## config.mk

```make
export PLATFORM = sky130hd
export DESIGN_NAME = wavetable_interpolating_lookup_top
export DESIGN_NICKNAME = d
export VERILOG_FILES = /design/src/wtl_pkg.sv /design/src/wtl_rom.sv /design/src/wtl_interp.sv /design/src/wavetable_interpolating_lookup_top.sv
export SDC_FILE = /design/constraint.sdc
export NUM_CORES = 1
export LEC_CHECK = 0
export BUFFER_PORTS_ARGS = -buffer_cell sky130_fd_sc_hd__buf_2
export CAP_MARGIN = 25
export CORE_MARGIN = 1
export CORE_UTILIZATION = 40
export CTS_CLUSTER_DIAMETER = 60
export DETAILED_ROUTE_END_ITERATION = 7
export MAX_ROUTING_LAYER = met4
export SYNTH_ARGS = -nofsm -noshare
export SYNTH_HDL_FRONTEND = slang
export SYNTH_SLANG_ARGS = --single-unit
export TNS_END_PERCENT = 5
```

## constraint.sdc

```tcl
create_clock -name clk -period 30.9 [get_ports clk]
set_clock_uncertainty 0.2 [all_clocks]
set_input_delay 1.545 -clock clk [delete_from_list [all_inputs] [get_ports clk]]
set_output_delay 1.545 -clock clk [all_outputs]
set_load 0.02 [all_outputs]
```

## src/wtl_pkg.sv

```systemverilog
`default_nettype none

package wtl_pkg;

  // Default phase word width; the top level carries it as a parameter.
  localparam int PHASE_BITS_DEF = 32;

  // Sample width and table size shape the constant tables, so they stay fixed here.
  // The table size must be a power of two.
  localparam int SMP_W         = 16;
  localparam int TABLE_ENTRIES = 64;
  localparam int IDX_W         = $clog2(TABLE_ENTRIES);
  localparam int FRAC_W        = 16;

  localparam logic signed [SMP_W-1:0] SMP_MAX = {1'b0, {(SMP_W-1){1'b1}}};
  localparam logic signed [SMP_W-1:0] SMP_MIN = {1'b1, {(SMP_W-1){1'b0}}};

  // Wave selector codes.
  localparam logic [2:0] WAVE_SINE    = 3'd0;
  localparam logic [2:0] WAVE_SAW     = 3'd1;
  localparam logic [2:0] WAVE_TRI     = 3'd2;
  localparam logic [2:0] WAVE_PULSE25 = 3'd3;
  localparam logic [2:0] WAVE_SQUARE  = 3'd4;
  localparam logic [2:0] WAVE_PULSE75 = 3'd5;

  // Register map: one word register, index taken from paddr above the byte lanes.
  localparam int         ADDR_W        = 3;
  localparam logic       REG_WAVE_TYPE = 1'b0;

  typedef logic [TABLE_ENTRIES-1:0][SMP_W-1:0] rom_t;

  localparam logic [63:0] ONE_Q30     = 64'd1 << 30;
  localparam logic [63:0] HALF_PI_Q30 = 64'd1686629713;

  // sin(r/N * pi/2) in Q30, from a nested series evaluated in integer steps.
  function automatic logic [63:0] quarter_sine(logic [63:0] r);
    logic [63:0] x;
    logic [63:0] x2;
    logic [63:0] acc;
    logic [63:0] t;
    x   = (HALF_PI_Q30 * r + 64'(TABLE_ENTRIES / 2)) / TABLE_ENTRIES;
    x2  = (x * x) >> 30;
    acc = ONE_Q30;
    t   = ((x2 * acc) >> 30) / 156;
    acc = (t >= ONE_Q30) ? 64'd0 : ONE_Q30 - t;
    t   = ((x2 * acc) >> 30) / 110;
    acc = (t >= ONE_Q30) ? 64'd0 : ONE_Q30 - t;
    t   = ((x2 * acc) >> 30) / 72;
    acc = (t >= ONE_Q30) ? 64'd0 : ONE_Q30 - t;
    t   = ((x2 * acc) >> 30) / 42;
    acc = (t >= ONE_Q30) ? 64'd0 : ONE_Q30 - t;
    t   = ((x2 * acc) >> 30) / 20;
    acc = (t >= ONE_Q30) ? 64'd0 : ONE_Q30 - t;
    t   = ((x2 * acc) >> 30) / 6;
    acc = (t >= ONE_Q30) ? 64'd0 : ONE_Q30 - t;
    return (x * acc) >> 30;
  endfunction

  function automatic rom_t build_sine();
    rom_t        rom;
    logic [63:0] m;
    logic [63:0] q;
    logic [63:0] r;
    logic [63:0] s;
    longint      mag;
    longint      v;
    for (int i = 0; i < TABLE_ENTRIES; i++) begin
      m   = 64'(4 * i);
      q   = m / TABLE_ENTRIES;
      r   = m - q * 64'(TABLE_ENTRIES);
      s   = q[0] ? quarter_sine(64'(TABLE_ENTRIES) - r) : quarter_sine(r);
      mag = longint'((s * (64'd1 << (SMP_W - 1)) + (ONE_Q30 >> 1)) >> 30);
      v   = (q >= 64'd2) ? -mag : mag;
      if (v > longint'(SMP_MAX)) v = longint'(SMP_MAX);
      if (v < longint'(SMP_MIN)) v = longint'(SMP_MIN);
      rom[i] = SMP_W'(v);
    end
    return rom;
  endfunction

  // Falling ramp 1 - 2i/N, rounded, with +1.0 clipped to the largest code.
  function automatic rom_t build_saw();
    rom_t        rom;
    logic [63:0] u;
    longint      v;
    for (int i = 0; i < TABLE_ENTRIES; i++) begin
      u = (64'd1 << SMP_W) * 64'(TABLE_ENTRIES - i);
      v = longint'((64'd2 * u + 64'(TABLE_ENTRIES)) / (2 * TABLE_ENTRIES))
          - (longint'(1) << (SMP_W - 1));
      if (v > longint'(SMP_MAX)) v = longint'(SMP_MAX);
      rom[i] = SMP_W'(v);
    end
    return rom;
  endfunction

  localparam rom_t SINE_ROM = build_sine();
  localparam rom_t SAW_ROM  = build_saw();

endpackage

`default_nettype wire

```

## src/wtl_rom.sv

```systemverilog
`default_nettype none

module wtl_rom
  import wtl_pkg::*;
(
  input  wire logic [2:0]              wave_type,
  input  wire logic [IDX_W-1:0]        idx,
  output logic signed [SMP_W-1:0]      value
);

  localparam int QW = IDX_W + 3;

  logic [QW-1:0] quad;

  // Pulse tables are high while 4*i stays below four times the duty point times N.
  assign quad = {1'b0, idx, 2'b00};

  always_comb begin
    case (wave_type)
      WAVE_SINE:    value = SINE_ROM[idx];
      WAVE_SAW:     value = SAW_ROM[idx];
      WAVE_TRI:     value = (idx == '0) ? SMP_MAX : SMP_MIN;
      WAVE_PULSE25: value = (quad < QW'(TABLE_ENTRIES)) ? SMP_MAX : SMP_MIN;
      WAVE_SQUARE:  value = (quad < QW'(2 * TABLE_ENTRIES)) ? SMP_MAX : SMP_MIN;
      WAVE_PULSE75: value = (quad < QW'(3 * TABLE_ENTRIES)) ? SMP_MAX : SMP_MIN;
      default:      value = '0;
    endcase
  end

endmodule

`default_nettype wire

```

## src/wtl_interp.sv

```systemverilog
`default_nettype none

module wtl_interp
  import wtl_pkg::*;
(
  input  wire logic signed [SMP_W-1:0] left,
  input  wire logic signed [SMP_W-1:0] right,
  input  wire logic [FRAC_W-1:0]       frac,
  output logic signed [SMP_W-1:0]      sample
);

  localparam int ACC_W = SMP_W + FRAC_W + 2;

  logic signed [SMP_W:0]   diff;
  logic signed [ACC_W-1:0] prod;
  logic signed [ACC_W-1:0] base;
  logic signed [ACC_W-1:0] acc;

  // L*(1-f) + R*f is rewritten as L + (R-L)*f so that one multiplier does the work.
  assign diff = $signed({right[SMP_W-1], right}) - $signed({left[SMP_W-1], left});
  assign prod = diff * $signed({1'b0, frac});
  assign base = $signed({{2{left[SMP_W-1]}}, left, {FRAC_W{1'b0}}});

  // Adding one half before the arithmetic shift rounds to nearest, ties upwards.
  assign acc = base + prod + ACC_W'(1 << (FRAC_W - 1));

  // The result lies between the two neighbours, so the upper bits are sign only.
  assign sample = acc[SMP_W+FRAC_W-1:FRAC_W];

endmodule

`default_nettype wire

```

## src/wavetable_interpolating_lookup_top.sv

```systemverilog
`default_nettype none

// Channel   Direction  Handshake           Payload
// input     in         in_valid/in_stall   phase  [PHASE_BITS-1:0] unsigned
// output    out        out_valid/out_stall sample [15:0] signed Q1.15
// config    in         APB write/read      wave_type at byte address 0
//
// Each transaction's sample passes through one input register, then table
// reads and one multiply-add into the output register.
// One transaction is accepted every cycle while the output is not stalled.
// A stalled output keeps its sample; the input register still fills behind it.
// Reset is synchronous and clears the valid flags and selects the sine table.
module wavetable_interpolating_lookup_top
  import wtl_pkg::*;
#(
  parameter int PHASE_BITS = PHASE_BITS_DEF
) (
  input  wire logic                    clk,
  input  wire logic                    rst,

  input  wire logic                    in_valid,
  output logic                         in_stall,
  input  wire logic [PHASE_BITS-1:0]   phase,

  output logic                         out_valid,
  input  wire logic                    out_stall,
  output logic signed [SMP_W-1:0]      sample,

  input  wire logic                    psel,
  input  wire logic                    penable,
  input  wire logic                    pwrite,
  input  wire logic [ADDR_W-1:0]       paddr,
  input  wire logic [31:0]             pwdata,
  output logic [31:0]                  prdata,
  output logic                         pready
);

  logic [2:0]             wave_type;
  logic                   s1_valid;
  logic [PHASE_BITS-1:0]  s1_phase;
  logic                   out_adv;
  logic                   s1_load;
  logic                   tri_sel;
  logic [IDX_W-1:0]       left_idx;
  logic [IDX_W-1:0]       right_idx;
  logic [PHASE_BITS-1:0]  frac_word;
  logic [FRAC_W-1:0]      frac;
  logic signed [SMP_W-1:0] left_val;
  logic signed [SMP_W-1:0] right_val;
  logic signed [SMP_W-1:0] sample_next;

  // Configuration register.
  assign pready = 1'b1;
  assign prdata = (paddr[ADDR_W-1:2] == REG_WAVE_TYPE) ? {29'd0, wave_type} : 32'd0;

  always_ff @(posedge clk) begin
    if (rst) begin
      wave_type <= WAVE_SINE;
    end else if (psel && penable && pwrite && paddr[ADDR_W-1:2] == REG_WAVE_TYPE) begin
      wave_type <= pwdata[2:0];
    end
  end

  // Handshake: the output register moves on when empty or taken.
  assign out_adv  = !out_valid || !out_stall;
  assign s1_load  = !s1_valid || out_adv;
  assign in_stall = s1_valid && !out_adv;

  always_ff @(posedge clk) begin
    if (rst) begin
      s1_valid <= 1'b0;
    end else if (s1_load) begin
      s1_valid <= in_valid;
    end
  end

  always_ff @(posedge clk) begin
    if (s1_load && in_valid) begin
      s1_phase <= phase;
    end
  end

  // The triangle table has two entries, every other table TABLE_ENTRIES.
  // Taking the top bits as the index and the rest as the fraction is phase times the table size.
  assign tri_sel   = (wave_type == WAVE_TRI);
  assign left_idx  = tri_sel ? IDX_W'(s1_phase[PHASE_BITS-1])
                             : s1_phase[PHASE_BITS-1 -: IDX_W];
  assign right_idx = tri_sel ? (left_idx ^ IDX_W'(1)) : (left_idx + IDX_W'(1));
  assign frac_word = tri_sel ? {s1_phase[PHASE_BITS-2:0], 1'b0}
                             : {s1_phase[PHASE_BITS-IDX_W-1:0], {IDX_W{1'b0}}};
  assign frac      = frac_word[PHASE_BITS-1 -: FRAC_W];

  wtl_rom u_rom_left (
    .wave_type (wave_type),
    .idx       (left_idx),
    .value     (left_val)
  );

  wtl_rom u_rom_right (
    .wave_type (wave_type),
    .idx       (right_idx),
    .value     (right_val)
  );

  wtl_interp u_interp (
    .left   (left_val),
    .right  (right_val),
    .frac   (frac),
    .sample (sample_next)
  );

  always_ff @(posedge clk) begin
    if (rst) begin
      out_valid <= 1'b0;
    end else if (out_adv) begin
      out_valid <= s1_valid;
    end
  end

  always_ff @(posedge clk) begin
    if (out_adv && s1_valid) begin
      sample <= sample_next;
    end
  end

  // The input side only stalls behind a full, stalled output register.
  a_stall_cause: assert property (@(posedge clk) disable iff (rst)
    in_stall |-> (out_valid && out_stall))
    else $error("input stalled while the output register could move");

  // An accepted transaction is held in the input register on the next cycle.
  a_accept_held: assert property (@(posedge clk) disable iff (rst)
    (in_valid && !in_stall) |=> s1_valid)
    else $error("accepted transaction lost from the input register");

  // A transaction that moves out of a full input register reaches the output.
  a_move_out: assert property (@(posedge clk) disable iff (rst)
    (s1_valid && out_adv) |=> out_valid)
    else $error("transaction dropped between input and output registers");

  // Unused selector codes give a zero sample.
  a_unused_zero: assert property (@(posedge clk) disable iff (rst)
    (s1_valid && out_adv && (wave_type > WAVE_PULSE75)) |=> (sample == '0))
    else $error("unused wave selector produced a non-zero sample");

endmodule

`default_nettype wire
```

## After elaboration in Yosys (flattened, before gate mapping)

Memories as Yosys holds them, arrays and structs flattened.
Index checks and enable logic that the tools add are counted.

| word-level totals | value |
|---|---|
| flip-flop bits (word level) | 53 |
| ROM bits | 4,096 |
| input bits | 74 |
| output and inout bits | 51 |
| word-level logic and storage cells | 62 |
| memories kept | 4 |

| cells by class | value |
|---|---|
| add/sub/neg operators | 4 |
| multiply operators | 1 |
| $lt $le $gt $ge | 8 |
| eq/ne operators | 5 |
| multiplexer cells | 18 |
| bitwise operators | 2 |
| reductions and logical operators | 15 |

Memory list:

| memory | depth | width | rd ports | clocked after memory_dff | write ports | RTL line | RTL |
|---|---|---|---|---|---|---|---|
| (name not given) | 64 | 16 | 1 | 0 | 0 | wtl_rom.sv:20 | `WAVE_SINE: value = SINE_ROM[idx];` |
| (name not given) | 64 | 16 | 1 | 0 | 0 | wtl_rom.sv:21 | `WAVE_SAW: value = SAW_ROM[idx];` |
| (name not given) | 64 | 16 | 1 | 0 | 0 | wtl_rom.sv:20 |  |
| (name not given) | 64 | 16 | 1 | 0 | 0 | wtl_rom.sv:21 |  |

Operator list:

| kind | number |
|---|---|
| $mux W16 | 12 |
| $pmux W16 S6 | 2 |
| $add A32 B17 Y32 const B | 1 |
| $add A32 B32 Y32 | 1 |
| $lt A8 B8 Y1 const B | 4 |
| $mul A17 B17 Y32 | 1 |
| $mux W32 | 1 |
| $sub A16 B16 Y17 | 1 |
| $lt A8 B7 Y1 const B | 2 |
| $lt A6 B7 Y1 const B | 2 |
| $logic_not A6 Y1 | 2 |
| $mux W6 | 2 |
| $add A6 B1 Y6 const B | 1 |
| $eq A3 B2 Y1 const B | 2 |
| $eq A3 B3 Y1 const B | 2 |
| $logic_and A1 B1 Y1 | 6 |
| $logic_not A1 Y1 | 4 |
| $eq A3 B1 Y1 const B | 1 |
| $logic_not A3 Y1 | 1 |
| $mux W3 | 1 |
| $logic_or A1 B1 Y1 | 2 |
| $not A1 Y1 | 2 |

## Depth between registers and ports, before layout

Gate-level depths: netlist of the first run.

| depth | value |
|---|---|
| depth in word-level cells | 11 |
| gate-level depth with buffers | 49 |
| depth with buffers taken out | 45 |

## By module

A second synthesis of the first run with hierarchy kept.

| unflattened totals | value |
|---|---|
| cells, all modules | 1,991 |
| area, all modules | 17,116.4 sq um |

Modules (own cells, without submodules):

| module | instances | cells each | area an instance (sq um) | sequential area each (sq um) |
|---|---|---|---|---|
| wtl_interp | 1 | 1,291 | 11,554.8 | 0.0 |
| wavetable_interpolating_lookup_top | 1 | 133 | 1,938.1 | 1,241.2 |
| wtl_rom at u_rom_right | 1 | 279 | 1,813.0 | 0.0 |
| wtl_rom at u_rom_left | 1 | 288 | 1,810.5 | 0.0 |

## Worst setup path after synthesis of the first run

OpenSTA, ideal clock, no wires.

| timing path | value |
|---|---|
| path type | register to register |
| start | reg wave_type[1] |
| end | reg sample[10], data pin |
| library setup time | 0.258 ns |
| data arrival time | 10.831 ns |
| required time | 30.442 ns |
| path slack | 19.612 ns |
| cell stages (with the launch flop) | 44 |
| buffers on the path | 7 |
| clock period less this slack | 11.288 ns |
| path through | dfxtp_1 or3b_4 buf_2 buf_2 buf_1 buf_2 a21o_1 ha_1 buf_2 nand3_1 xor2_1 nor2_1 clkbuf_1 buf_1 o311a_1 o21ai_1 nand2_1 ha_1 [8 not listed] inv_1 fa_1 inv_1 fa_1 fa_1 inv_1 fa_1 inv_1 ha_1 a211oi_1 nand2_1 a221o_1 a31oi_1 a21oi_2 or3_4 a21o_1 a21oi_2 xnor2_1 |

| between the ends | value |
|---|---|
| cells in the longest elaborated chain, start to end | 11 |
| elaborated cells on any way between the ends | 41 |
| classes of those cells | add/sub: 4; mul: 1; order compare: 6; eq/ne: 5; mux: 17; bitwise: 1; reduce/logical: 3; memory: 4 |

RTL lines:

| element | RTL line | RTL |
|---|---|---|
| start: declaration | wavetable_interpolating_lookup_top.sv:38 | `logic [2:0] wave_type;` |
| start signal: assignment | wavetable_interpolating_lookup_top.sv:60 | `wave_type <= pwdata[2:0];` |
| $eq A3 B2 Y1 | wtl_rom.sv:19, wavetable_interpolating_lookup_top.sv:85 |  |
| $mux W6 | wavetable_interpolating_lookup_top.sv:86 | `assign left_idx = tri_sel ? IDX_W'(s1_phase[PHASE_BITS-1])` |
| $add A6 B1 Y6 / $not A1 Y1 (equally long branches) | n/a |  |
| $mux W6 | wavetable_interpolating_lookup_top.sv:88 | `assign right_idx = tri_sel ? (left_idx ^ IDX_W'(1)) : (left_idx + IDX_W'(1));` |
| $mem_v2 Z64 W16 (tied with other cells) | n/a |  |
| $mux W16 (implied by the code) (tied with other cells) | wtl_rom.sv:21 |  |
| $pmux W16 S6 | wtl_rom.sv:19 | `case (wave_type)` |
| $sub A16 B16 Y17 | wtl_interp.sv:20 | `assign diff = $signed({right[SMP_W-1], right}) - $signed({left[SMP_W-1], left});` |
| $mul A17 B17 Y32 | wtl_interp.sv:21 | `assign prod = diff * $signed({1'b0, frac});` |
| $add A32 B32 Y32 (*) | wtl_interp.sv:25 | `assign acc = base + prod + ACC_W'(1 << (FRAC_W - 1));` |
| $add A32 B17 Y32 (*) | wtl_interp.sv:25 |  |
| net sample_next[10] | wavetable_interpolating_lookup_top.sv:50 | `logic signed [SMP_W-1:0] sample_next;` |
| end signal: assignment | wavetable_interpolating_lookup_top.sv:122 | `sample <= sample_next;` |
| end: declaration | wavetable_interpolating_lookup_top.sv:27 | `output logic signed [SMP_W-1:0] sample,` |

Mark *: on every way through the listed nets, which the timed path passes. The rest lies on a longest branch. The select of a mux whose other input is x is not followed.
A chain may end at the register's enable or synchronous reset.

## Worst setup path after layout of the first run

| timing path | value |
|---|---|
| start | reg wave_type[0] |
| end | reg sample[10], data pin |

The elaborated chain is that of the path after synthesis.

==> flow_metrics.tcl, run 1 <==
set metrics [dict create \
    outcome "finished clean" \
    worst_pin_slew_ns 1.00 \
    slew_violations 0 \
    avgViaCountPerCell 5.48 \
    antenna_found_initial 0 \
    fmax_mhz 75.0 \
    grt_max_degree 47 \
    synth-compound-area-share_pct 14.5 \
    relSlewSlack_pct 32.9 \
    grt_first_pass_wirelength_mm 78.6 \
    die_y_microns 205 \
    dpl.hpwl_mm 37.3 \
    synth_top_area_share_pct 34.5 \
    hold_viol 0 \
    post-cts-setup-buffers 0 \
    grt_pass1_vias 14200 \
    ys_ff_latch 43 \
    cts_resized 0 \
    synthCells 2040 \
    yosysUniqueCellTypes 85 \
    setup_violations 0 \
    finalCriticalPeriod_ns 13.34 \
    synthAdderAreaFrac_pct 43.9 \
    synth_area_leaders "fa_1, ha_1, inv_1, edfxtp_1, nor2_1" \
    drive_gt1_share_pct 6.90 \
    cts_num_sinks 43 \
    ys.flop_type "edfxtp_1" \
    ant_nets 0 \
    synth-seq-area-share_pct 7.54 \
    synthMuxAreaShare_pct 1.05 \
    drv_cap 0 \
    grtUsageTotal_pct 24.7 \
    cts_buffer_depth 2 \
    period_share_pct 43.2 \
    critPathKind "reg -> reg" \
    slowest_stage "dfxtp_1" \
    htreeDepth 2 \
    yosys.area_share.simple_pct 16.5 \
    crit_path_end_kind "flop" \
    pin_count 125 \
    cpMostUsedCell "fa_1" \
    globalplace.congestion 0.975 \
    wirelength_mm 47.8 \
    overflow 0 \
    yosysMostFrequentCell "inv_1" \
    vias 14000 \
    cts_tree "done" \
    cpPeakStageDelay_ns 0.69 \
    fin_nets 2509 \
    hold_path.class "reg -> reg" \
    synth_top_family_by_area "adder cells" \
    die_w_microns 205 \
    cp.arrival_ns 13.21 \
    syn2layout_area_growth_pct 5.04 \
    clk_pin_slew_ns 0.07 \
    start_util_pct 41.0 \
    crit_fanout 46 \
    cts-root-buf "clkbuf_16" \
    fp.dieArea_sq_um 42000 \
    avgRoutedWirePerCell_microns 18.7 \
    start_kind "flop" \
    row_count 73 \
    dr.first_iter.drc_count 1321 \
    synthTopCellsByCount "inv_1, fa_1, nor2_1" \
    async_flop_share_pct 0 \
    cts_buffers 5 \
    synth.largest_area_cell "fa_1" \
    required_ns 30.77 \
    synth_area_sq_um 16500 \
    coreArea_sq_um 40200 \
    rsz0062_at_grt "false" \
    clk_latency_ns 0.32 \
    final.setup.tns_ns 0 \
    synth_edf_count 38 \
    fillers 4078 \
    io_buffers 53 \
    avgSynthCellArea_sq_um 8.07 \
    yosys_warnings 0 \
    dr.pass1.iters 5 \
    n_antenna_cell 0 \
    ctsHoldBuffers 0 \
    drc 0 \
    synth_xor_area_share_pct 3.71 \
]
placed cells by master, fill, tap and decap left out, types with 26 or more instances in the layout:
master,synthesis,final
fa_1,284,284
nor3_1,27,26
edfxtp_1,38,38
buf_2,24,53
buf_4,30,37
xnor2_1,52,52
nand3_1,29,29
inv_1,381,381
conb_1,2,30
nand2b_1,38,38
ha_1,123,123
a31oi_1,26,26
o21ai_0,79,79
a21oi_1,90,90
nand2_1,153,153
nor2_1,279,277
logic make-up (layout without fill, tap and decap cells):
| family | Yosys count | count (layout) |
|---|---|---|
| other | 2 | 30 |
| adders and majority gates | 407 | 407 |
| and+or+nand+nor | 609 | 609 |
| buffers and inverters | 525 | 486 |
| muxes | 16 | 16 |
| AOI/OAI and AO/OA | 369 | 369 |
| DFF | 43 | 43 |
| xor gates and xnor gates | 69 | 69 |
state kept, by name (all words and copies together), names as in the netlist:
register,count
s1_phase,22
sample,16
wave_type,3
out_valid,1
s1_valid,1
final timing paths:
check | startpoint | to | slack, ns | depth (start not counted)
max | wave_type[0] | sample[10] | 17.56 | 43
min | s1_valid | out_valid | 0.29 | 2
max reg2reg | wave_type[0] | sample[10] | 17.56 | 43
min reg2reg | s1_valid | out_valid | 0.29 | 2
layer usage:
| metal | share of wire, % | track usage, % | vias to the layer above |
|---|---|---|---|
| li1 | - | - | 6440 |
| met1 | 43 | 32.0 | 6979 |
| met2 | 48 | 40.8 | 502 |
| met3 | 5.4 | 2.20 | 80 |
| met4 | 3.3 | 7.91 | 0 |
| met5 | 0 | - | - |
final cells by class:
| type | instances | area (sq um) | share of cell area, % |
|---|---|---|---|
| Clock inverter | 1 | 5.00 | 0.0289 |
| Timing Repair Buffer | 92 | 573 | 3.31 |
| Tap cell | 525 | 657 | 3.80 |
| Clock buffer | 7 | 133 | 0.767 |
| Multi-Input combinational cell | 1500 | 13200 | 76.5 |
| Inverter | 386 | 1450 | 8.37 |
| Sequential cell | 43 | 1240 | 7.17 |
stage by stage:
stage / setup slack [ns] / hold WS, ns / cells / util (%) / instance area [sq um]
3_5_place_dp: 17.66 / 0.281 / 2544 / 42.7 / 17100
5_1_grt: 16.71 / 0.327 / 2554 / 43.1 / 17300
2_1_floorplan: 19.61 / 0.244 / 2068 / - / 16600
4_1_cts: 17.62 / 0.300 / 2552 / 43.0 / 17300
6_report: 17.56 / 0.294 / 2554 / 43.1 / 17300
3_3_place_gp: 17.76 / 0.255 / 2543 / 42.6 / 17100
worst max-delay path, delay by kind of cell (launching register included):
family	cells	cell delay, ns
compound gates	16	3.69
xor+xnor	3	0.80
fa+ha+maj	10	4.60
buf+inv	6	1.23
flops	1	0.69
simple gates	8	1.84
Power of run 1 is left out: the tool's default activity adds up to more than one toggle a clock period on the data nets, which glitch-free logic cannot reach.
==> run 2, diff against run 1 <==
clock period = 11.5 ns   (was 30.9 ns; I/O delays follow)
==> flow_metrics.tcl, run 2 (synthesized netlist as in run 1, its figures left out) <==
set metrics [dict create \
    htreeDepth 2 \
    io_buffers 53 \
    start_util_pct 41.0 \
    dp_slack_ns 0.249 \
    dp_cells 2656 \
    vias 14600 \
    top_register "s1_phase" \
    worst_pin_slew_ns 0.937 \
    coreArea_sq_um 40200 \
    die_w_microns 205 \
    die_y_microns 205 \
    cts_num_sinks 43 \
    overflow 0 \
    crit_fanout 13 \
    period_share_pct 96.4 \
    cts_buffers 5 \
    ctsHoldBuffers 0 \
    grt_first_pass_wirelength_mm 83.3 \
    globalplace.congestion 0.953 \
    layout_commonest_cell "inv_1" \
    row_count 73 \
    ant_nets 0 \
    placed_cell_area_sq_um 18000 \
    clk_latency_ns 0.32 \
    relSlewSlack_pct 36.7 \
    clk_pin_slew_ns 0.08 \
    avgRoutedWirePerCell_microns 19.3 \
    dr.first_iter.drc_count 1219 \
    required_ns 11.37 \
    cp_top_family "adder cells" \
    top_regs "s1_phase: 22 flops, sample: 16 flops, wave_type: 3 flops" \
    finalInstanceArea_sq_um 18400 \
    finalCriticalPeriod_ns 11.08 \
    hold_path.class "in -> reg" \
    grtUsageTotal_pct 26.5 \
    antenna_found_initial 1 \
    fin_ws_ns 0.418 \
    fmax_mhz 90.2 \
    cp_num_buf_inv 11 \
    layout_common_cells "inv_1, fa_1, nor2_1" \
    crit_path_end_kind "flop" \
    grt_max_degree 36 \
    cts_tree "done" \
    avgViaCountPerCell 5.47 \
    outcome "finished clean" \
    cts-root-buf "clkbuf_16" \
    setup_violations 0 \
    drv_cap 0 \
    cts_buffer_depth 2 \
    drc 0 \
    pin_count 125 \
    fin_cells 2672 \
    start_kind "flop" \
    critPathKind "reg -> reg" \
    wirelength_mm 51.6 \
    dr.pass1.iters 5 \
    slew_violations 0 \
    fillers 4102 \
    slowest_stage "fa_1" \
    fin_nets 2626 \
    drive_gt1_share_pct 13.0 \
    fp.dieArea_sq_um 42000 \
    dpl.hpwl_mm 41.2 \
    hold_viol 0 \
    largest_reg_flops 22 \
    cpPeakStageDelay_ns 0.57 \
    cp.arrival_ns 10.95 \
    cpMostUsedCell "fa_1" \
    syn2layout_area_growth_pct 11.5 \
    grt_pass1_vias 15100 \
]
==> run 2: worst reg2reg max path: cells and delay by family (launching register included) <==
kind | cells | cell delay (ns)
adder cells (fa/ha/maj) | 9 | 3.75
AO/OA/AOI/OAI | 16 | 3.68
AND/OR/NAND/NOR | 6 | 1.39
buffers and inverters | 11 | 1.31
flip-flops | 1 | 0.41
XOR/XNOR | 1 | 0.07
==> run 2: routing by layer <==
metal | GRT usage (%) | vias up | routed length [microns]
met1 | 33.6 | 7285 | 21700
met2 | 44.1 | 549 | 25100
met5 | - | - | 0
li1 | - | 6680 | -
met4 | 8.47 | 0 | 1490
met3 | 3.07 | 92 | 3370
==> run 2: path summary, 6_finish.rpt <==
check,start,to,slack [ns],depth (start not counted)
worst max-delay path,wave_type[2],sample[10],0.42,43
worst min-delay path,phase[29],s1_phase[29],0.23,1
worst max register to register,wave_type[2],sample[10],0.42,43
worst min register to register,s1_valid,out_valid,0.30,2
==> run 2: metrics by stage <==
| stage | hold WS, ns | utilization, % | setup TNS [ns] |
|---|---|---|---|
| after floorplan | 0.244 | - | 0 |
| after global placement | 0.258 | 44.8 | 0 |
| after detailed placement | 0.286 | 44.8 | 0 |
| after CTS | 0.219 | 45.2 | 0 |
| after global routing | 0.222 | 45.7 | -0.0232 |
| final | 0.226 | 45.7 | 0 |
==> run 2: what timing repair did <==
action / in CTS / in global routing
endpoints found under the setup margin: 0 / 10
buffers inserted: 0 / 6
endpoints found under the hold margin: 0 / 0
gates resized for setup: 0 / 31
==> run 2: area by class of cell <==
cell class / count / area [sq um] / share of cell area (%)
clock inverter: 2 / 12.5 / 0.0681
inverter: 386 / 1450 / 7.90
timing repair buffer: 209 / 1520 / 8.26
clock buffer: 6 / 129 / 0.701
multi-input combinational: 1500 / 13400 / 72.7
sequential: 43 / 1240 / 6.78
antenna: 1 / 2.50 / 0.0136
tap: 525 / 657 / 3.58
Power of run 2 is left out for the same reason.
